## config.mk

```make
export PLATFORM = sky130hd
export DESIGN_NAME = lz_byte_pair_decompressor_unit_flat
export DESIGN_NICKNAME = d
export VERILOG_FILES = /design/src/lzbp_pkg.sv /design/src/lzbp_in_if.sv /design/src/lzbp_out_if.sv /design/src/lzbp_ctrl.sv /design/src/lzbp_datapath.sv /design/src/lz_byte_pair_decompressor_unit.sv /design/src/flat_wrapper.sv
export SDC_FILE = /design/constraint.sdc
export NUM_CORES = 2
export LEC_CHECK = 0
export ABC_AREA = 1
export ABC_CLOCK_PERIOD_IN_PS = 18600
export BUFFER_PORTS_ARGS = -buffer_cell sky130_fd_sc_hd__buf_2
export CAP_MARGIN = 40
export CORE_UTILIZATION = 50
export DETAILED_ROUTE_END_ITERATION = 10
export HOLD_SLACK_MARGIN = 0.02
export PLACE_DENSITY = 0.63
export SETUP_SLACK_MARGIN = 0.1
export SLEW_MARGIN = 20
export SYNTH_ARGS = -nofsm -noshare
export SYNTH_HDL_FRONTEND = slang
export SYNTH_SLANG_ARGS = --single-unit
```

## constraint.sdc

```tcl
create_clock -name clk -period 18.6 [get_ports clk]
set_clock_uncertainty 0.1 [all_clocks]
set_input_delay 1.86 -clock clk [delete_from_list [all_inputs] [get_ports clk]]
set_output_delay 1.86 -clock clk [all_outputs]
set_load 0.02 [all_outputs]
```

## src/lzbp_pkg.sv

```systemverilog
// Shared constants and controller/datapath command and status types for the LZ byte-pair decoder.
`default_nettype none

package lzbp_pkg;

	localparam int BYTE_W  = 8;
	localparam int LANES   = 4;
	localparam int LANE_W  = 2;
	localparam int COUNT_W = 3;

	// Commands from the controller to the datapath
	typedef struct packed {
		logic restart;    // clear write pointer and produced count
		logic load_len;   // capture length byte
		logic load_lit;   // capture literal run length
		logic lit_dec;    // count down literal run
		logic emit_lit;   // write one literal to history and result
		logic emit_bad;   // post a bad-reference result
		logic start_copy; // set up copy pointers and counters
		logic copy_en;    // copy sequence owns the datapath
	} cmd_t;

	// Status from the datapath to the controller
	typedef struct packed {
		logic out_free;   // result register can take a new result
		logic len_zero;   // stored length byte is zero
		logic data_zero;  // incoming byte is zero
		logic bad_ref;    // distance reaches before block start
		logic lit_last;   // this literal ends the run
		logic copy_done;  // final copied byte leaves this cycle
	} stat_t;

endpackage

`default_nettype wire

```

## src/lzbp_in_if.sv

```systemverilog
// Compressed byte request channel.
`default_nettype none

interface lzbp_in_if;
	import lzbp_pkg::*;

	logic              valid;
	logic              ready;
	logic [BYTE_W-1:0] data_byte;
	logic              block_start;

	modport source (output valid, output data_byte, output block_start, input ready);
	modport sink   (input valid, input data_byte, input block_start, output ready);
endinterface

`default_nettype wire

```

## src/lzbp_out_if.sv

```systemverilog
// Decoded result request channel.
`default_nettype none

interface lzbp_out_if;
	import lzbp_pkg::*;

	logic               valid;
	logic               ready;
	logic [BYTE_W-1:0]  out_byte0;
	logic [BYTE_W-1:0]  out_byte1;
	logic [BYTE_W-1:0]  out_byte2;
	logic [BYTE_W-1:0]  out_byte3;
	logic [COUNT_W-1:0] byte_count;
	logic               last;
	logic               bad_reference;

	modport source (output valid, output out_byte0, output out_byte1, output out_byte2,
		output out_byte3, output byte_count, output last, output bad_reference,
		input ready);
	modport sink   (input valid, input out_byte0, input out_byte1, input out_byte2,
		input out_byte3, input byte_count, input last, input bad_reference,
		output ready);
endinterface

`default_nettype wire

```

## src/lzbp_ctrl.sv

```systemverilog
// Token-phase controller: decodes stream position and sequences copies.
`default_nettype none

module lzbp_ctrl
	import lzbp_pkg::*;
(
	input  wire logic  clk,
	input  wire logic  arst_n,
	input  wire logic  in_valid,
	input  wire logic  block_start,
	output logic       in_ready,
	output cmd_t       cmd,
	input  wire stat_t stat
);

	typedef enum logic {
		ST_TOKEN,
		ST_COPY
	} state_t;

	typedef enum logic [1:0] {
		PH_LENGTH,
		PH_DISTANCE,
		PH_LITERAL,
		PH_TRAIL
	} phase_t;

	state_t state_q, state_nxt;
	phase_t phase_q, phase_nxt, phase_cur;
	logic   acc;

	always_comb begin
		cmd       = '0;
		state_nxt = state_q;
		phase_nxt = phase_q;
		in_ready  = (state_q == ST_TOKEN) && stat.out_free;
		acc       = in_valid && in_ready;
		// a block start drops any unfinished token
		phase_cur = block_start ? PH_LENGTH : phase_q;

		cmd.copy_en = (state_q == ST_COPY);
		if ((state_q == ST_COPY) && stat.copy_done) begin
			state_nxt = ST_TOKEN;
		end

		if (acc) begin
			cmd.restart = block_start;
			unique case (phase_cur)
				PH_LENGTH: begin
					cmd.load_len = 1'b1;
					phase_nxt    = PH_DISTANCE;
				end
				PH_DISTANCE: begin
					if (stat.len_zero) begin
						cmd.load_lit = 1'b1;
						phase_nxt    = stat.data_zero ? PH_LENGTH : PH_LITERAL;
					end else if (stat.bad_ref) begin
						cmd.emit_bad = 1'b1;
						phase_nxt    = PH_TRAIL;
					end else begin
						cmd.start_copy = 1'b1;
						phase_nxt      = PH_TRAIL;
						state_nxt      = ST_COPY;
					end
				end
				PH_LITERAL: begin
					cmd.emit_lit = 1'b1;
					cmd.lit_dec  = 1'b1;
					phase_nxt    = stat.lit_last ? PH_LENGTH : PH_LITERAL;
				end
				PH_TRAIL: begin
					cmd.emit_lit = 1'b1;
					phase_nxt    = PH_LENGTH;
				end
				default: begin
					phase_nxt = PH_LENGTH;
				end
			endcase
		end
	end

	always_ff @(posedge clk or negedge arst_n) begin
		if (!arst_n) begin
			state_q <= ST_TOKEN;
			phase_q <= PH_LENGTH;
		end else begin
			state_q <= state_nxt;
			phase_q <= phase_nxt;
		end
	end

endmodule

`default_nettype wire

```

## src/lzbp_datapath.sv

```systemverilog
// History memory, copy pointers, result packing and result register.
`default_nettype none

module lzbp_datapath
	import lzbp_pkg::*;
#(
	parameter int HISTORY_DEPTH = 256
) (
	input  wire logic              clk,
	input  wire logic              arst_n,
	input  wire logic [BYTE_W-1:0] data_byte,
	input  wire cmd_t              cmd,
	output stat_t                  stat,
	lzbp_out_if.source             decoded
);

	localparam int AW = $clog2(HISTORY_DEPTH);
	localparam int CW = AW + 1;
	localparam logic [AW-1:0] LAST_ADDR = AW'(HISTORY_DEPTH - 1);
	localparam logic [CW-1:0] DEPTH_C   = CW'(HISTORY_DEPTH);

	logic [BYTE_W-1:0] hist_q [HISTORY_DEPTH];
	logic [BYTE_W-1:0] rdata_q;
	logic [BYTE_W-1:0] bypd_q;
	logic              byp_q;

	logic [BYTE_W-1:0] len_q;
	logic [BYTE_W-1:0] lit_left_q;
	logic [AW-1:0]     wp_q;
	logic [CW-1:0]     produced_q;
	logic [AW-1:0]     rd_q;
	logic [BYTE_W-1:0] reads_left_q;
	logic [BYTE_W-1:0] cons_left_q;
	logic              dv_q;

	logic [LANES-1:0][BYTE_W-1:0] pack_q;
	logic [LANE_W-1:0]            fill_q;

	logic                         out_valid_q;
	logic [LANES-1:0][BYTE_W-1:0] out_lanes_q;
	logic [COUNT_W-1:0]           out_count_q;
	logic                         out_last_q;
	logic                         out_bad_q;

	logic [CW-1:0]                dist1;
	logic [AW-1:0]                start_rd;
	logic                         advance;
	logic                         issue;
	logic                         consume;
	logic                         we;
	logic [BYTE_W-1:0]            wdata;
	logic [BYTE_W-1:0]            copy_byte;
	logic                         flush;
	logic [LANES-1:0][BYTE_W-1:0] flush_lanes;

	always_comb begin
		dist1 = CW'(data_byte) + CW'(1);
		if (CW'(wp_q) >= dist1) begin
			start_rd = AW'(CW'(wp_q) - dist1);
		end else begin
			start_rd = AW'(CW'(wp_q) + DEPTH_C - dist1);
		end

		stat.out_free  = !out_valid_q || decoded.ready;
		stat.len_zero  = (len_q == '0);
		stat.data_zero = (data_byte == '0);
		stat.bad_ref   = dist1 > produced_q;
		stat.lit_last  = (lit_left_q < BYTE_W'(2));

		// copy pipeline: each step issues at most one read and consumes at most one byte
		advance   = cmd.copy_en && (!dv_q || stat.out_free);
		issue     = advance && (reads_left_q != '0);
		consume   = advance && dv_q;
		copy_byte = byp_q ? bypd_q : rdata_q;
		stat.copy_done = consume && (cons_left_q == BYTE_W'(1));

		we    = cmd.emit_lit || consume;
		wdata = cmd.emit_lit ? data_byte : copy_byte;

		flush = consume && ((fill_q == LANE_W'(LANES - 1)) || (cons_left_q == BYTE_W'(1)));
		for (int i = 0; i < LANES; i++) begin
			if (LANE_W'(i) < fill_q) begin
				flush_lanes[i] = pack_q[i];
			end else if (LANE_W'(i) == fill_q) begin
				flush_lanes[i] = copy_byte;
			end else begin
				flush_lanes[i] = '0;
			end
		end
	end

	// history memory with a bypass for a read of the address written the same cycle
	always_ff @(posedge clk) begin
		if (we) begin
			hist_q[wp_q] <= wdata;
		end
		if (issue) begin
			rdata_q <= hist_q[rd_q];
			byp_q   <= we && (wp_q == rd_q);
			bypd_q  <= wdata;
		end
	end

	always_ff @(posedge clk) begin
		if (cmd.load_len) begin
			len_q <= data_byte;
		end
		if (cmd.start_copy) begin
			rd_q <= start_rd;
		end else if (issue) begin
			rd_q <= (rd_q == LAST_ADDR) ? '0 : rd_q + AW'(1);
		end
		if (consume && !flush) begin
			pack_q[fill_q] <= copy_byte;
		end
	end

	always_ff @(posedge clk or negedge arst_n) begin
		if (!arst_n) begin
			lit_left_q   <= '0;
			wp_q         <= '0;
			produced_q   <= '0;
			reads_left_q <= '0;
			cons_left_q  <= '0;
			dv_q         <= 1'b0;
			fill_q       <= '0;
		end else begin
			if (cmd.load_lit) begin
				lit_left_q <= data_byte;
			end else if (cmd.lit_dec && (lit_left_q != '0)) begin
				lit_left_q <= lit_left_q - BYTE_W'(1);
			end

			if (cmd.restart) begin
				wp_q       <= '0;
				produced_q <= '0;
			end else if (we) begin
				wp_q <= (wp_q == LAST_ADDR) ? '0 : wp_q + AW'(1);
				if (produced_q != DEPTH_C) begin
					produced_q <= produced_q + CW'(1);
				end
			end

			if (cmd.start_copy) begin
				reads_left_q <= len_q;
				cons_left_q  <= len_q;
				dv_q         <= 1'b0;
				fill_q       <= '0;
			end else begin
				if (issue) begin
					reads_left_q <= reads_left_q - BYTE_W'(1);
				end
				if (consume) begin
					cons_left_q <= cons_left_q - BYTE_W'(1);
					fill_q      <= flush ? '0 : fill_q + LANE_W'(1);
				end
				if (advance) begin
					dv_q <= issue;
				end
			end
		end
	end

	// result register
	always_ff @(posedge clk or negedge arst_n) begin
		if (!arst_n) begin
			out_valid_q <= 1'b0;
		end else if (cmd.emit_lit || cmd.emit_bad || flush) begin
			out_valid_q <= 1'b1;
		end else if (decoded.ready) begin
			out_valid_q <= 1'b0;
		end
	end

	always_ff @(posedge clk) begin
		priority if (cmd.emit_lit) begin
			out_lanes_q <= {{((LANES - 1) * BYTE_W){1'b0}}, data_byte};
			out_count_q <= COUNT_W'(1);
			out_last_q  <= 1'b1;
			out_bad_q   <= 1'b0;
		end else if (cmd.emit_bad) begin
			out_lanes_q <= '0;
			out_count_q <= '0;
			out_last_q  <= 1'b1;
			out_bad_q   <= 1'b1;
		end else if (flush) begin
			out_lanes_q <= flush_lanes;
			out_count_q <= COUNT_W'(fill_q) + COUNT_W'(1);
			out_last_q  <= (cons_left_q == BYTE_W'(1));
			out_bad_q   <= 1'b0;
		end
	end

	assign decoded.valid         = out_valid_q;
	assign decoded.out_byte0     = out_lanes_q[0];
	assign decoded.out_byte1     = out_lanes_q[1];
	assign decoded.out_byte2     = out_lanes_q[2];
	assign decoded.out_byte3     = out_lanes_q[3];
	assign decoded.byte_count    = out_count_q;
	assign decoded.last          = out_last_q;
	assign decoded.bad_reference = out_bad_q;

	a_bad_shape: assert property (@(posedge clk) disable iff (!arst_n)
		(out_valid_q && out_bad_q) |-> (out_count_q == '0) && out_last_q)
		else $error("bad-reference result carries bytes or is not last");

	a_reads_ahead: assert property (@(posedge clk) disable iff (!arst_n)
		reads_left_q <= cons_left_q)
		else $error("copy reads fell behind consumed bytes");

	a_data_pending: assert property (@(posedge clk) disable iff (!arst_n)
		dv_q |-> (cons_left_q != '0))
		else $error("read data pending with no byte left to copy");

	a_produced_cap: assert property (@(posedge clk) disable iff (!arst_n)
		produced_q <= DEPTH_C)
		else $error("produced count passed the history depth");

endmodule

`default_nettype wire

```

## src/lz_byte_pair_decompressor_unit.sv

```systemverilog
// Top level of the LZ byte-pair decompressor: controller plus datapath.
//
// Takes one compressed byte per request on the compressed channel and returns decoded
// bytes packed up to four per request on the decoded channel, with last set on the final
// result of each input byte and bad_reference set on a copy that reaches before the block
// start (that result carries no bytes). Length bytes, distance bytes that open a literal
// run, literal bytes and trailing literals can follow back to back while the decoded side
// keeps up. A distance byte that starts a copy of L bytes holds the input until the copy
// has consumed its last byte, and the next byte can be taken after that: the history is a
// single memory that writes one byte and reads one byte per cycle, with a registered read,
// so the copy walks it one byte a cycle while the decoded side keeps up. A stalled decoded
// channel holds the copy in place. The history is HISTORY_DEPTH bytes and needs no clearing
// after reset, since only bytes written in the current block are ever read.
`default_nettype none

module lz_byte_pair_decompressor_unit
	import lzbp_pkg::*;
#(
	parameter int HISTORY_DEPTH = 256
) (
	input  wire logic  clk,
	input  wire logic  arst_n,
	lzbp_in_if.sink    compressed,
	lzbp_out_if.source decoded
);

	cmd_t  cmd;
	stat_t stat;
	logic  in_ready;

	// controller owns the token phase and the copy sequence
	lzbp_ctrl u_ctrl (
		.clk         (clk),
		.arst_n      (arst_n),
		.in_valid    (compressed.valid),
		.block_start (compressed.block_start),
		.in_ready    (in_ready),
		.cmd         (cmd),
		.stat        (stat)
	);

	// datapath holds history, pointers, packing and the result register
	lzbp_datapath #(
		.HISTORY_DEPTH (HISTORY_DEPTH)
	) u_datapath (
		.clk       (clk),
		.arst_n    (arst_n),
		.data_byte (compressed.data_byte),
		.cmd       (cmd),
		.stat      (stat),
		.decoded   (decoded)
	);

	assign compressed.ready = in_ready;

endmodule

`default_nettype wire
```

## src/flat_wrapper.sv

```systemverilog
// flat-port wrapper written by rule: the top's interface ports become plain ports
module lz_byte_pair_decompressor_unit_flat import lzbp_pkg::*;
#(
	parameter int HISTORY_DEPTH = 256
)
  (clk, arst_n, compressed_valid, compressed_data_byte, compressed_block_start, compressed_ready, decoded_valid, decoded_out_byte0, decoded_out_byte1, decoded_out_byte2, decoded_out_byte3, decoded_byte_count, decoded_last, decoded_bad_reference, decoded_ready);
  lzbp_in_if compressed_i ();
  lzbp_out_if decoded_i ();
  input  wire logic clk;
  input  wire logic arst_n;
  input wire logic [$bits(compressed_i.valid)-1:0] compressed_valid;
  input wire logic [$bits(compressed_i.data_byte)-1:0] compressed_data_byte;
  input wire logic [$bits(compressed_i.block_start)-1:0] compressed_block_start;
  output wire logic [$bits(compressed_i.ready)-1:0] compressed_ready;
  output wire logic [$bits(decoded_i.valid)-1:0] decoded_valid;
  output wire logic [$bits(decoded_i.out_byte0)-1:0] decoded_out_byte0;
  output wire logic [$bits(decoded_i.out_byte1)-1:0] decoded_out_byte1;
  output wire logic [$bits(decoded_i.out_byte2)-1:0] decoded_out_byte2;
  output wire logic [$bits(decoded_i.out_byte3)-1:0] decoded_out_byte3;
  output wire logic [$bits(decoded_i.byte_count)-1:0] decoded_byte_count;
  output wire logic [$bits(decoded_i.last)-1:0] decoded_last;
  output wire logic [$bits(decoded_i.bad_reference)-1:0] decoded_bad_reference;
  input wire logic [$bits(decoded_i.ready)-1:0] decoded_ready;
  assign compressed_i.valid = compressed_valid;
  assign compressed_i.data_byte = compressed_data_byte;
  assign compressed_i.block_start = compressed_block_start;
  assign compressed_ready = compressed_i.ready;
  assign decoded_valid = decoded_i.valid;
  assign decoded_out_byte0 = decoded_i.out_byte0;
  assign decoded_out_byte1 = decoded_i.out_byte1;
  assign decoded_out_byte2 = decoded_i.out_byte2;
  assign decoded_out_byte3 = decoded_i.out_byte3;
  assign decoded_byte_count = decoded_i.byte_count;
  assign decoded_last = decoded_i.last;
  assign decoded_bad_reference = decoded_i.bad_reference;
  assign decoded_i.ready = decoded_ready;
  lz_byte_pair_decompressor_unit #(.HISTORY_DEPTH(HISTORY_DEPTH)) u_core (.clk(clk), .arst_n(arst_n), .compressed(compressed_i), .decoded(decoded_i));
endmodule
```

==> qor.yml <==
synthesis:
  synth-seq-cells: 2190
  synth_top_area_frac: 0.703
  syn-mean-instance-area_um2: 11.3
  ys_seq_area_frac: 0.723
  yosysWarningCount: 0
  syn-num-nets: 8037
  syn_area_um2: 90200
  synth.area.top_cells: "edfxtp_1 70%, nand2_1 13%, nand3_1 7.3%"
  ys_types: 40
  synth_top_area_cell: "edfxtp_1"
  synth_cells: 7989
clocking:
  ctsResizeCount: 0
  ctsHoldBuffers: 0
  cts_max_level: 4
  cts_tree: "built"
  cts.path.max_buffers: 3
  cts_made_buffers: 216
  cts_setup_buffers: 0
  clkSlewWorstSetupHoldPaths_ns: 0.06
  clock_latency_ns: 0.87
  clockRootBuffer: "clkbuf_16"
  cts_sinks: 2190
layout:
  nNetsFinal: 7972
  mostFrequentLayoutCell: "nand2_1"
  final_cell_mix: "3036 x nand2_1, 2113 x edfxtp_1, 1318 x nand3_1"
  top_register: "u_core.u_datapath.hist_q"
  fillers: 14781
  largest_reg_flops: 2048
  top_regs: "u_core.u_datapath.hist_q (2048), u_core.u_datapath.pack_q (24), u_core.u_datapath.produced_q (9)"
  drive_above_1_share: 0.0644
  syn2layout_area_growth_pct: 10.5
power_and_ir_drop:
  p_leak_nw: 36.2
  p_per_area_nw_per_um2: 174
  power_mw: 17.3
  peakVddDrop_mv: 0.213
floorplanning:
  die_x_um: 427
  dieArea_um2: 182000
  core_um2: 179000
  initial_core_util: 0.505
  std_cell_rows: 155
  ios: 52
  die_y_um: 427
route:
  wl_um: 245000
  viasPerCell: 5.75
  vias: 60128
  wire_per_inst_um: 23.5
  dr.pass1.iters: 6
  drc: 0
  dr.first_iter.drc_count: 7803
  ant_nets: 0
sta:
  period_needed_ns: 5.42
  finalHoldViolations: 0
  setup_tns_ns: 0
  max_freq_ghz: 0.185
  maxSlewHeadroom: 0.190
  drv_slew: 0
  finalSetupViolCount: 0
  finalCritPeriodShare: 0.291
  tightest_slew_ns: 1.21
  rsz0062_at_grt: "no"
critical_path:
  crit_fanout: 191
  crit_buf_inv: 5
  regToRegSetupSlack_ns: 13.18
  crit_top_cell: "nand3_1"
  crit_family: "buffers and inverters"
  cp_slowest_cell: "buf_12"
  r2r-start: "u_core.u_datapath.rd_q[0]$_DFFE_PP_"
  crit_required_ns: 19.24
  r2r_cells: 15
  cp-end-kind: "flop"
  crit_path_start: "u_core.u_datapath.rd_q[0]$_DFFE_PP_"
  critPathMaxStageDelay_ns: 0.63
  cp.arrival_ns: 6.06
  worst_setup_path_start_kind: "flop"
  crit_chain: "inv_8 -> buf_12 -> buf_4 -> buf_16 -> buf_12 -> nand2_1 -> nand3_1 -> nand3_1 -> nand3_1 -> nand3_1 -> nand3_1 -> nand3_1 -> nand2_1 -> nand2_1 -> nand2_1"
  crit_type: "flop to flop"
  r2r-end: "u_core.u_datapath.rdata_q[2]$_DFFE_PP_"
status:
  status: "complete, no violations"
hold_path:
  hold_depth: 2
  min_to: "u_core.u_datapath.decoded.out_byte1[4]$_SDFFE_PP0P_"
  hold_class: "flop to flop"
  worstHoldStart: "u_core.u_datapath.decoded.out_byte1[4]$_SDFFE_PP0P_"
place:
  dp_hpwl_um: 139000
  gp_congestion: 0.884
  portBuffers: 51
global_route:
  antenna_found_initial: 1
  grt_max_degree: 207
  grt_usage: 0.268
  grt_pass1_vias: 56673
  grt_pass1_wl_um: 365000
  grt_overflow: 0
job:
  maxCapViolations: 0
[power breakdown]
part / internal (mW) / switching (mW) / total (mW) / leakage, nW
clock network: 2.25 / 1.86 / 4.11 / 3.23
registers: 6.62 / 0.101 / 6.72 / 19.8
logic: 1.48 / 5.03 / 6.50 / 13.2
[layout make-up]
| type | count | area [um^2] | area share |
|---|---|---|---|
| well taps | 2355 | 2950 | 0.0295 |
| repair buffers | 196 | 1970 | 0.0197 |
| inverters | 117 | 474 | 0.00475 |
| multi-input cells | 5203 | 22500 | 0.226 |
| clock buffers | 270 | 5660 | 0.0567 |
| flip-flops and latches | 2190 | 65200 | 0.654 |
| clock inverters | 119 | 933 | 0.00936 |
| diodes | 3 | 7.51 | 0.0000753 |
[cells in the mapped netlist, drive strengths merged]
library cell and number:
or4 1, nand3 1324, o21ai 83, dfxtp 29
a211oi 1, nor3 16, inv 113, o311ai 1
o221ai 3, nor2 327, fa 1, or2 2
nand4 34, edfxtp 2113, ha 34, a2bb2oi 2
clkbuf 176, nor3b 1, dfrtp 48, o211ai 6
nand2 3041, xnor2 8, o22ai 5, xor2 18
buf 303, a21oi 282, nor4 3, clkinv 4
a31oi 10
[kinds of logic after synthesis]
logic type / after synthesis / share of synthesized area
AOI/OAI and AO/OA: 393 / 0.0225
buffers and inverters: 596 / 0.0290
DFF: 2190 / 0.723
and+or+nand+nor: 4749 / 0.218
adders and majority gates: 35 / 0.00494
xor gates and xnor gates: 26 / 0.00252
[per-layer routing]
layer,vias up,wire (um),GRT usage
met3,399,22800,0.0495
met4,0,8080,0.0927
met5,-,0,0
met1,29277,104000,0.392
li1,27584,-,-
met2,2868,111000,0.404
[worst max-delay path by stage]
| stage | endpoint | slack (ns) | cells after the start |
|---|---|---|---|
| floorplan | u_core.u_datapath.bypd_q[0]$_DFFE_PP_ | 3.68 | 8 |
| global placement | u_core.u_datapath.hist_q[46][7]$_DFFE_PP_ | 12.15 | 12 |
| detailed placement | u_core.u_datapath.hist_q[8][0]$_DFFE_PP_ | 12.60 | 13 |
| CTS | u_core.u_datapath.rdata_q[2]$_DFFE_PP_ | 13.14 | 14 |
| global route | u_core.u_datapath.rdata_q[2]$_DFFE_PP_ | 13.03 | 15 |
| finish | u_core.u_datapath.rdata_q[2]$_DFFE_PP_ | 13.18 | 15 |
[worst reg2reg max path: stages (launching register included)]
cell      delay (ns)
edfxtp_1        0.47
inv_8           0.56
buf_12          0.74
buf_4           0.54
buf_16          0.30
buf_12          0.64
nand2_1         0.35
nand3_1         0.11
nand3_1         0.15
nand3_1         0.20
nand3_1         0.19
nand3_1         0.25
nand3_1         0.25
nand2_1         0.28
nand2_1         0.08
nand2_1         0.08
[through the flow]
step           setup WS (ns)  hold WS, ns  std cells  cell area [um^2]   util
6_report               13.18        0.370      10453             99700  0.558
3_5_place_dp           12.60        0.358      10041             92800  0.519
4_1_cts                13.14        0.367      10430             99400  0.556
2_1_floorplan           3.68        0.352       7989             90200      -
3_3_place_gp           12.15        0.350      10014             92300  0.516
5_1_grt                13.03        0.387      10450             99700  0.558
Power figures use the tool's default switching activity.
